===== src/rtl/core/tcw_pkg.sv =====
// Shared types and constants for the text console writer.
// No dependencies; imported by tcw_console_ctrl, text_console_writer, tcw_console_checker and the testbench top.
package tcw_pkg;

    localparam logic [7:0]  NEWLINE_GLYPH = 8'd10;
    localparam logic [15:0] SPACE_CELL    = 16'h0020;

    typedef enum logic {
        OP_APPEND = 1'b0,
        OP_READ   = 1'b1
    } t_opcode;

    typedef enum logic [2:0] {
        ST_CLEAR,
        ST_IDLE,
        ST_READ,
        ST_COPY,
        ST_FILL
    } t_state;

    typedef struct packed {
        t_opcode     opcode;
        logic [7:0]  glyph;
        logic [7:0]  attribute;
        logic [10:0] cell_index;
    } t_item;

    typedef struct packed {
        logic [15:0] cell_data;
        logic [4:0]  cursor_row;
        logic [6:0]  cursor_column;
    } t_result;

endpackage


===== src/rtl/core/tcw_console_ctrl.sv =====
// Console sequencer: cursor, clearing pass, item handling and the scroll copy/fill sweep.
// Depends on tcw_pkg; drives the ports of tcw_cell_ram.
module tcw_console_ctrl #(
    parameter int COLUMNS = 80,
    parameter int ROWS    = 25
) (
    input  logic                 i_clk,
    input  logic                 i_rst_n,
    input  logic                 i_valid,
    output logic                 o_ready,
    input  tcw_pkg::t_item       i_item,
    output logic                 o_res_valid,
    input  logic                 i_res_ready,
    output tcw_pkg::t_result     o_res,
    output logic                 o_we,
    output logic [$clog2(ROWS*COLUMNS)-1:0] o_waddr,
    output logic [15:0]          o_wdata,
    output logic                 o_re,
    output logic [$clog2(ROWS*COLUMNS)-1:0] o_raddr,
    input  logic [15:0]          i_rdata
);
    import tcw_pkg::*;

    localparam int CELL_COUNT = ROWS * COLUMNS;
    localparam int AW = $clog2(CELL_COUNT);
    localparam int RW = $clog2(ROWS);
    localparam int CW = $clog2(COLUMNS);
    localparam logic [AW-1:0] LAST_CELL = AW'(CELL_COUNT - 1);
    localparam logic [AW-1:0] LAST_BASE = AW'((ROWS - 1) * COLUMNS);
    localparam logic [AW-1:0] ROW_LEN   = AW'(COLUMNS);
    localparam logic [RW-1:0] LAST_ROW  = RW'(ROWS - 1);
    localparam logic [CW-1:0] LAST_COL  = CW'(COLUMNS - 1);

    t_state        r_state, n_state;
    logic [AW-1:0] r_cnt, n_cnt;
    logic [RW-1:0] r_row, n_row;
    logic [CW-1:0] r_col, n_col;
    logic [AW-1:0] r_cur_addr, n_cur_addr;
    logic          r_res_valid, n_res_valid;
    logic          r_cp_pend, n_cp_pend;
    t_result       r_res, n_res;
    logic [7:0]    r_fill_attr, n_fill_attr;
    logic [AW-1:0] r_cp_wa, n_cp_wa;
    logic          r_hit, n_hit;

    logic          accept;
    logic          is_nl;
    logic          adv_row;
    logic          scroll;
    logic          finish;
    logic          idx_hit;
    logic [31:0]   idx_ext;
    logic [31:0]   nl_addr;
    logic [31:0]   row_ext;
    logic [31:0]   col_ext;

    assign o_ready  = (r_state == ST_IDLE) && !r_res_valid;
    assign accept   = i_valid && o_ready;
    assign is_nl    = (i_item.glyph == NEWLINE_GLYPH);
    assign adv_row  = is_nl || (r_col == LAST_COL);
    assign scroll   = adv_row && (r_row == LAST_ROW);
    assign idx_ext  = 32'(i_item.cell_index);
    assign idx_hit  = idx_ext < 32'(CELL_COUNT);
    assign nl_addr  = 32'(r_cur_addr) - 32'(r_col) + 32'(COLUMNS);
    assign finish   = (r_state == ST_FILL) && !r_cp_pend && (r_cnt == LAST_CELL);

    // Next state.
    always_comb begin
        n_state = r_state;
        unique case (r_state)
            ST_CLEAR: begin
                if (r_cnt == LAST_CELL) begin
                    n_state = ST_IDLE;
                end
            end
            ST_IDLE: begin
                if (accept) begin
                    if (i_item.opcode == OP_READ) begin
                        n_state = ST_READ;
                    end else if (scroll) begin
                        n_state = ST_COPY;
                    end
                end
            end
            ST_READ: n_state = ST_IDLE;
            ST_COPY: begin
                if (r_cnt == LAST_CELL) begin
                    n_state = ST_FILL;
                end
            end
            ST_FILL: begin
                if (finish) begin
                    n_state = ST_IDLE;
                end
            end
            default: n_state = ST_CLEAR;
        endcase
    end

    // Datapath and memory controls.
    always_comb begin
        n_cnt       = r_cnt;
        n_row       = r_row;
        n_col       = r_col;
        n_cur_addr  = r_cur_addr;
        n_cp_pend   = 1'b0;
        n_cp_wa     = r_cp_wa;
        n_fill_attr = r_fill_attr;
        n_hit       = r_hit;
        n_res       = r_res;
        n_res_valid = r_res_valid && !i_res_ready;
        o_we        = 1'b0;
        o_waddr     = r_cnt;
        o_wdata     = SPACE_CELL;
        o_re        = 1'b0;
        o_raddr     = r_cnt;
        row_ext     = 32'(r_row);
        col_ext     = 32'(r_col);

        // A copied cell lands in the cycle after its read.
        if (r_cp_pend) begin
            o_we    = 1'b1;
            o_waddr = r_cp_wa;
            o_wdata = i_rdata;
        end

        unique case (r_state)
            ST_CLEAR: begin
                o_we  = 1'b1;
                n_cnt = r_cnt + AW'(1);
            end
            ST_IDLE: begin
                if (accept) begin
                    if (i_item.opcode == OP_READ) begin
                        o_re    = 1'b1;
                        o_raddr = idx_ext[AW-1:0];
                        n_hit   = idx_hit;
                    end else begin
                        if (!is_nl) begin
                            o_we    = 1'b1;
                            o_waddr = r_cur_addr;
                            o_wdata = {i_item.attribute, i_item.glyph};
                        end
                        if (scroll) begin
                            n_row       = LAST_ROW;
                            n_col       = '0;
                            n_cur_addr  = LAST_BASE;
                            n_fill_attr = i_item.attribute;
                            n_cnt       = ROW_LEN;
                        end else begin
                            if (adv_row) begin
                                n_row = r_row + RW'(1);
                                n_col = '0;
                            end else begin
                                n_col = r_col + CW'(1);
                            end
                            n_cur_addr = is_nl ? nl_addr[AW-1:0] : r_cur_addr + AW'(1);
                            row_ext     = 32'(n_row);
                            col_ext     = 32'(n_col);
                            n_res       = '{cell_data: '0, cursor_row: row_ext[4:0],
                                            cursor_column: col_ext[6:0]};
                            n_res_valid = 1'b1;
                        end
                    end
                end
            end
            ST_READ: begin
                n_res       = '{cell_data: r_hit ? i_rdata : 16'h0000,
                                cursor_row: row_ext[4:0], cursor_column: col_ext[6:0]};
                n_res_valid = 1'b1;
            end
            ST_COPY: begin
                o_re      = 1'b1;
                n_cp_pend = 1'b1;
                n_cp_wa   = r_cnt - ROW_LEN;
                n_cnt     = (r_cnt == LAST_CELL) ? LAST_BASE : r_cnt + AW'(1);
            end
            ST_FILL: begin
                if (!r_cp_pend) begin
                    o_we    = 1'b1;
                    o_waddr = r_cnt;
                    o_wdata = {r_fill_attr, 8'h00};
                    n_cnt   = r_cnt + AW'(1);
                    if (finish) begin
                        n_res       = '{cell_data: '0, cursor_row: row_ext[4:0],
                                        cursor_column: col_ext[6:0]};
                        n_res_valid = 1'b1;
                    end
                end
            end
            default: ;
        endcase
    end

    always_ff @(posedge i_clk) begin
        if (!i_rst_n) begin
            r_state     <= ST_CLEAR;
            r_cnt       <= '0;
            r_row       <= '0;
            r_col       <= '0;
            r_cur_addr  <= '0;
            r_res_valid <= 1'b0;
            r_cp_pend   <= 1'b0;
        end else begin
            r_state     <= n_state;
            r_cnt       <= n_cnt;
            r_row       <= n_row;
            r_col       <= n_col;
            r_cur_addr  <= n_cur_addr;
            r_res_valid <= n_res_valid;
            r_cp_pend   <= n_cp_pend;
        end
    end

    always_ff @(posedge i_clk) begin
        r_res       <= n_res;
        r_fill_attr <= n_fill_attr;
        r_cp_wa     <= n_cp_wa;
        r_hit       <= n_hit;
    end

    assign o_res_valid = r_res_valid;
    assign o_res       = r_res;

`ifndef SYNTHESIS
    a_cursor_in_range: assert property (@(posedge i_clk) disable iff (!i_rst_n)
        (32'(r_row) < 32'(ROWS)) && (32'(r_col) < 32'(COLUMNS)))
        else $error("cursor outside the screen");

    a_addr_tracks_cursor: assert property (@(posedge i_clk) disable iff (!i_rst_n)
        32'(r_cur_addr) == 32'(r_row) * 32'(COLUMNS) + 32'(r_col))
        else $error("linear cursor address out of step with row and column");

    a_result_only_idle: assert property (@(posedge i_clk) disable iff (!i_rst_n)
        r_res_valid |-> (r_state == ST_IDLE))
        else $error("result pending while a sweep is running");

    a_fill_last_row: assert property (@(posedge i_clk) disable iff (!i_rst_n)
        (r_state == ST_FILL && !r_cp_pend) |-> (r_cnt >= LAST_BASE))
        else $error("fill sweep outside the last row");
`endif

endmodule


===== config.mk =====
export PLATFORM = sky130hd
export DESIGN_NAME = tcw_console_ctrl
export DESIGN_NICKNAME = d
export VERILOG_FILES = /design/src/rtl/core/tcw_pkg.sv /design/src/rtl/core/tcw_console_ctrl.sv
export SDC_FILE = /design/constraint.sdc
export NUM_CORES = 1
export LEC_CHECK = 0
export BUFFER_PORTS_ARGS = -buffer_cell sky130_fd_sc_hd__buf_2
export CORE_MARGIN = 2
export CORE_UTILIZATION = 59
export DETAILED_ROUTE_END_ITERATION = 8
export PLACE_DENSITY = 0.92
export RECOVER_POWER = 50
export SETUP_SLACK_MARGIN = 0.15
export SLEW_MARGIN = 25
export SYNTH_ARGS = -nofsm -noshare
export SYNTH_HDL_FRONTEND = slang
export SYNTH_SLANG_ARGS = --single-unit

===== constraint.sdc =====
create_clock -name i_clk -period 5.57 [get_ports i_clk]
set_clock_uncertainty 0.2 [all_clocks]
set_input_delay 0.2785 -clock i_clk [delete_from_list [all_inputs] [get_ports i_clk]]
set_output_delay 0.2785 -clock i_clk [all_outputs]
set_load 0.02 [all_outputs]

==> results of run 1 <==
==> worst max-delay path: stages (launching register included) <==
cell	delay [ps]
dfxtp_1	600
or3b_1	530
or3_1	740
nor2_4	740
nor2_1	230
a22o_1	240
buf_2	160
==> power by group through the flow <==
stage	registers, mW	logic, mW	clock network (mW)
2_1_floorplan	0.908	0.401	0
3_3_place_gp	0.862	0.618	0
3_5_place_dp	0.869	0.639	0
4_1_cts	0.854	0.648	0.442
5_1_grt	0.868	0.683	0.469
6_report	0.856	0.633	0.445
==> registers in the layout, summed over array words and instances, names as in the netlist, 3 cells and up <==
signal       cells
o_res           28
r_cnt           11
r_col            7
r_cp_wa         11
r_cur_addr      11
r_fill_attr      8
r_row            5
r_state          3
==> layer usage <==
layer  share of wire  wire length, um  GRT usage
met1            0.40             5931     0.3688
met2            0.48             7063     0.4990
met3           0.088             1288    0.05762
met4           0.028              415     0.1054
met5               0                0          0
==> stage by stage <==
step	hold slack, ps	area, um^2	std cells	setup WS, ps	power [mW]
final	3.689	6201	829	1506	1.934
after global routing	7.245	6201	829	1293	2.020
after CTS	3.006	6266	828	1785	1.943
after detailed placement	273.0	5977	802	2192	1.508
after global placement	277.1	5977	802	2320	1.480
after floorplan	177.4	5383	609	2966	1.309
==> cells by family (layout without fill, tap and decap cells) <==
logic type / Yosys count / after routing / synth area share
compound gates: 163 / 163 / 0.1885
xor+xnor: 19 / 19 / 0.03092
fa+ha+maj: 27 / 27 / 0.06416
buf+inv: 62 / 173 / 0.04509
flops: 87 / 87 / 0.4128
mux: 21 / 21 / 0.04115
other cells: 0 / 1 / 0
simple gates: 230 / 230 / 0.2173
==> Yosys cell counts (4+ instances only) <==
library cell  instances  area (um^2)
or2_2                 4        25.02
nor2_1               51        191.4
and2_1               21        131.4
nand3_1              24        120.1
nor2b_1               6        37.54
o21ai_0              60        300.3
a221o_1               8        80.08
o21a_1                4        30.03
nor3_1               13        65.06
and3_1               15        93.84
or3_1                 8        50.05
nand2_1              59        221.5
dfxtp_1              39        780.8
xor2_1                4        35.03
clkbuf_1             21        78.83
a22o_1                5        43.79
a22oi_1               5        37.54
buf_2                 8        40.04
a21o_1                5        37.54
nor4_1                5        31.28
a211oi_1              7        52.55
edfxtp_1             48         1441
inv_1                29        108.9
mux2_2                9        101.4
o31ai_1               5        37.54
mux2i_1              12        120.1
ha_1                 26        325.3
a21oi_1              44        220.2
buf_1                 4        15.01
xnor2_1              15        131.4
==> area by class of cell <==
| type | instances | area, um^2 | share of cell area |
|---|---|---|---|
| Sequential cell | 87 | 2223 | 0.3586 |
| Clock inverter | 5 | 57.56 | 0.009282 |
| Tap cell | 108 | 135.1 | 0.02179 |
| Inverter | 29 | 108.9 | 0.01755 |
| Multi-Input combinational cell | 460 | 2903 | 0.4681 |
| Clock buffer | 11 | 131.4 | 0.02119 |
| Antenna cell | 1 | 2.502 | 0.0004036 |
| Timing Repair Buffer | 128 | 639.4 | 0.1031 |
==> worst min path at each step <==
stage	startpoint	end	slack, ps	cells after the start
3_3_place_gp	i_item[18]	r_fill_attr[7]$_DFFE_PP_	280	1
2_1_floorplan	i_item[11]	r_fill_attr[0]$_DFFE_PP_	180	0
5_1_grt	i_rdata[2]	o_res[14]$_DFFE_PP_	7	2
3_5_place_dp	i_item[18]	r_fill_attr[7]$_DFFE_PP_	270	1
6_report	i_rdata[12]	o_res[24]$_DFFE_PP_	4	2
4_1_cts	i_rdata[1]	o_res[13]$_DFFE_PP_	3	2
==> what timing repair did <==
item | 4_1_cts | 5_1_grt
setup endpoints to repair | 0 | 0
endpoints found under the hold margin | 10 | 0
hold buffers | 10 | 0
gates resized for setup | 0 | 0
buffers inserted | 0 | 0
==> flow_summary.json, run 1 <==
{
  "async_reset_ff_frac": 0,
  "initial_utilization": 0.6142,
  "fillCellCount": 651,
  "end_kind": "primary output",
  "worst-r2r-cell-count": 5,
  "via_per_inst": 6.355,
  "synthesis.nets": 684,
  "crit_path_end": "o_wdata[2]",
  "numClockSinks": 87,
  "irDropWorstVdd_mv": 0.1678,
  "clock.fmax_mhz": 246.1,
  "gp_congestion": 0.9558,
  "clk_latency_ps": 360,
  "holdCritPathClass": "input pin to flip-flop",
  "wl_per_cell_um": 17.73,
  "ys.warnings.count": 0,
  "timing.final.setup_violations": 0,
  "ys_ff_latch": 87,
  "p_comb_frac": 0.327,
  "routed_wirelength_mm": 14.70,
  "worstReg2RegStart": "r_state[0]$_SDFFE_PN0P_",
  "finalSetupTns_ps": 0,
  "r2r_end": "r_col[2]$_SDFFE_PN0P_",
  "cts-root-buf": "clkbuf_8",
  "drive_gt1_frac": 0.1528,
  "path_class": "flip-flop to primary output",
  "clk_pin_slew_worst_paths_ps": 90,
  "drtIter0Drc": 418,
  "synth_cell_type_count": 61,
  "first_pass_iters": 5,
  "clockBufferDepth": 2,
  "cts_buffers": 9,
  "p_sw_mw": 0.7327,
  "hold_viol": 0,
  "fp.coreArea_mm2": 0.008763,
  "netlist_instances": 609,
  "ant_nets": 0,
  "internal-power_mw": 1.202,
  "finalMaxSlewViolations": 0,
  "leakage_nw": 2.355,
  "dp_hpwl_mm": 10.27,
  "syn_area_mm2": 0.005383,
  "cap_violations": 0,
  "antenna_found_initial": 1,
  "dr_total_vias": 5268,
  "period_share": 0.7296,
  "dieArea_mm2": 0.009903,
  "rsz0062_at_grt": "no",
  "cp.required_ps": 5090,
  "io_pins": 118,
  "slew_headroom": 0.1882,
  "cp-start-kind": "flip-flop",
  "grt_pass1_wl_mm": 23.34,
  "nNetsFinal": 790,
  "grt-ovfl-total": 0,
  "htreeDepth": 3,
  "worstMarginPinSlew_ps": 1207,
  "cp_data_arrival_time_ps": 3590,
  "fin_util": 0.7076,
  "final_common_cell": "buf_2",
  "crit_start": "r_state[0]$_SDFFE_PN0P_",
  "p_sw_frac": 0.3788,
  "port_buffers": 117,
  "min_period_ps": 4064,
  "ys_seq_area_frac": 0.4128,
  "synth_area_per_cell_um2": 8.839,
  "grt_start_max_net_pins": 36,
  "seqPwrFrac": 0.443,
  "grt_pass1_vias": 4870,
  "clkPwrFrac": 0.230,
  "num_rows": 34,
  "syn_to_final_growth_pct": 15.20,
  "grt_usage": 0.2920,
  "rrSetupSlack_ps": 2340,
  "die_x_um": 99.52,
  "drcViolationCount": 0,
  "p_per_area_mw_per_mm2": 311.9,
  "synth_edf_count": 48,
  "yosys_most_used_dff": "edfxtp_1",
  "path_max_fanout": 35,
  "die_h_um": 99.52,
  "status": "complete, no violations",
  "cts_tree": "done",
  "final_cell_mix": "77 x buf_2, 61 x o21ai_0, 59 x nand2_1, 53 x nor2_1, 48 x edfxtp_1"
}
No activity file was read; power rests on OpenSTA's default activity.
==> run 2: changes to the inputs <==
Settings changed: CORE_UTILIZATION 59 to 55, PLACE_DENSITY 0.92 to 0.87.
Clock period 5.57 ns to 3.92 ns, I/O delays scaled along.
==> run 2 against run 1 <==
Power increased by 42%. Hold slack improved by 13 ps. Setup slack got worse by 1100 ps. Final area increased by 4.0%. Sequential power increased by 43%. First-iteration DRC count decreased by 5.5%. Clock power increased by 31%. Cell count increased by 5.9%. Via count decreased by 0.38%. Critical path type unchanged. Largest cell class unchanged.
==> flow_summary.json, run 2 (synthesized netlist as in run 1, its figures left out) <==
{
  "finalSetupTns_ps": 0,
  "port_buffers": 117,
  "p_sw_mw": 1.073,
  "leakage_nw": 2.447,
  "grt_pass1_wl_mm": 22.96,
  "cp-start-kind": "flip-flop",
  "num_rows": 36,
  "dp_hpwl_mm": 10.36,
  "fin_cells": 878,
  "clockBufferDepth": 2,
  "final_common_cell": "buf_2",
  "cp_num_buf_inv": 2,
  "p_per_area_mw_per_mm2": 425.0,
  "clk_latency_ps": 370,
  "placedInstanceArea_mm2": 0.006066,
  "seqPwrFrac": 0.444,
  "slowest_stage": "dfxtp_1",
  "cts-root-buf": "clkbuf_8",
  "grt_start_max_net_pins": 32,
  "p_comb_frac": 0.344,
  "crit_path_max_incr_delay_ps": 620,
  "nNetsFinal": 814,
  "syn_to_final_growth_pct": 19.78,
  "holdCritPathClass": "input pin to flip-flop",
  "internal-power_mw": 1.667,
  "largest_reg_flops": 28,
  "cts_tree": "done",
  "fp.coreArea_mm2": 0.009639,
  "worstMarginPinSlew_ps": 1358,
  "cap_violations": 0,
  "io_pins": 118,
  "fin_area_mm2": 0.006447,
  "antenna_found_initial": 0,
  "fin_util": 0.6689,
  "path_class": "flip-flop to primary output",
  "p_sw_frac": 0.3917,
  "hold_viol": 0,
  "min_period_ps": 3509,
  "final_cell_mix": "78 x buf_2, 60 x o21ai_0, 59 x nand2_1, 52 x nor2_1, 48 x edfxtp_1",
  "routed_wirelength_mm": 14.97,
  "cts_setup_buffers": 0,
  "htreeDepth": 3,
  "path_cells": "or3b_1 > or3_4 > nor2_4 > buf_4 > nand2_1 > o21ai_0 > buf_2",
  "cp_data_arrival_time_ps": 3110,
  "cp.required_ps": 3520,
  "wl_per_cell_um": 17.05,
  "path_max_fanout": 21,
  "period_share": 0.8951,
  "initial_utilization": 0.5584,
  "grt_pass1_vias": 4833,
  "drcViolationCount": 0,
  "post-place-cells": 834,
  "rsz0062_at_grt": "no",
  "critical-path-top-delay-family": "simple AND/OR/NAND/NOR gates",
  "dr_total_vias": 5248,
  "clk_pin_slew_worst_paths_ps": 90,
  "end_kind": "primary output",
  "die_x_um": 102.9,
  "grt-ovfl-total": 0,
  "irDropWorstVdd_mv": 0.2411,
  "numClockSinks": 87,
  "die_h_um": 102.9,
  "drtIter0Drc": 395,
  "ant_nets": 0,
  "gp_congestion": 0.8623,
  "clock.fmax_mhz": 285.0,
  "timing.final.setup_violations": 0,
  "slew_headroom": 0.08800,
  "finalMaxSlewViolations": 0,
  "grt_usage": 0.2755,
  "status": "complete, no violations",
  "drive_gt1_frac": 0.1613,
  "via_per_inst": 5.977,
  "first_pass_iters": 5,
  "cts_buffers": 9,
  "clkPwrFrac": 0.212,
  "dieArea_mm2": 0.01059,
  "power_mw": 2.740
}
[run 2: worst reg2reg max path: stages, from the launching register on]
cell and delay, ps:
dfxtp_1 620, or3b_1 530, or3_4 550, nor2_1 620
[run 2: layer usage]
metal | vias up | part of all wire | global-route usage
met5 | - | 0 | 0
met4 | 0 | 0.020 | 0.09008
met3 | 36 | 0.076 | 0.03186
met2 | 301 | 0.49 | 0.4745
met1 | 2432 | 0.41 | 0.3622
li1 | 2479 | - | -
[run 2: layout make-up]
| type | count | area [um^2] |
|---|---|---|
| Fill cell | 831 | 3192 |
| Multi-Input combinational cell | 460 | 2915 |
| Sequential cell | 87 | 2222 |
| Timing Repair Buffer | 152 | 859.6 |
| Tap cell | 133 | 166.4 |
| Clock buffer | 10 | 127.6 |
| Inverter | 29 | 108.9 |
| Clock inverter | 6 | 45.04 |
| Antenna cell | 1 | 2.502 |
[run 2: per-stage QoR]
stage / setup slack, ps / hold WS, ps
after CTS: 396.3 / 7.102
after floorplan: 1316 / 94.87
after global routing: 248.5 / 23.29
after detailed placement: 792.0 / 196.2
final: 411.4 / 17.00
after global placement: 962.6 / 195.6
[run 2: final timing paths]
kind	start	end	slack, ps	cells after the start
worst max-delay path	r_state[0]$_SDFFE_PN0P_	o_waddr[5]	410	7
worst min-delay path	i_rst_n	o_res_valid$_SDFF_PN0_	20	2
worst max register to register	r_state[0]$_SDFFE_PN0P_	r_fill_attr[2]$_DFFE_PP_	1030	3
worst min register to register	r_col[1]$_SDFFE_PN0P_	r_col[1]$_SDFFE_PN0P_	330	2
[run 2: power by group through the flow]
stage / logic (mW) / registers (mW) / clock network [mW]
floorplan: 0.569 / 1.29 / 0
global placement: 0.903 / 1.22 / 0
detailed placement: 0.929 / 1.23 / 0
CTS: 0.958 / 1.21 / 0.575
global route: 1.01 / 1.23 / 0.610
finish: 0.941 / 1.22 / 0.582
[run 2: repair_timing]
item                                   4_1_cts  5_1_grt
resized for setup                            0        0
endpoints found under the hold margin       26        0
hold buffers                                27        0
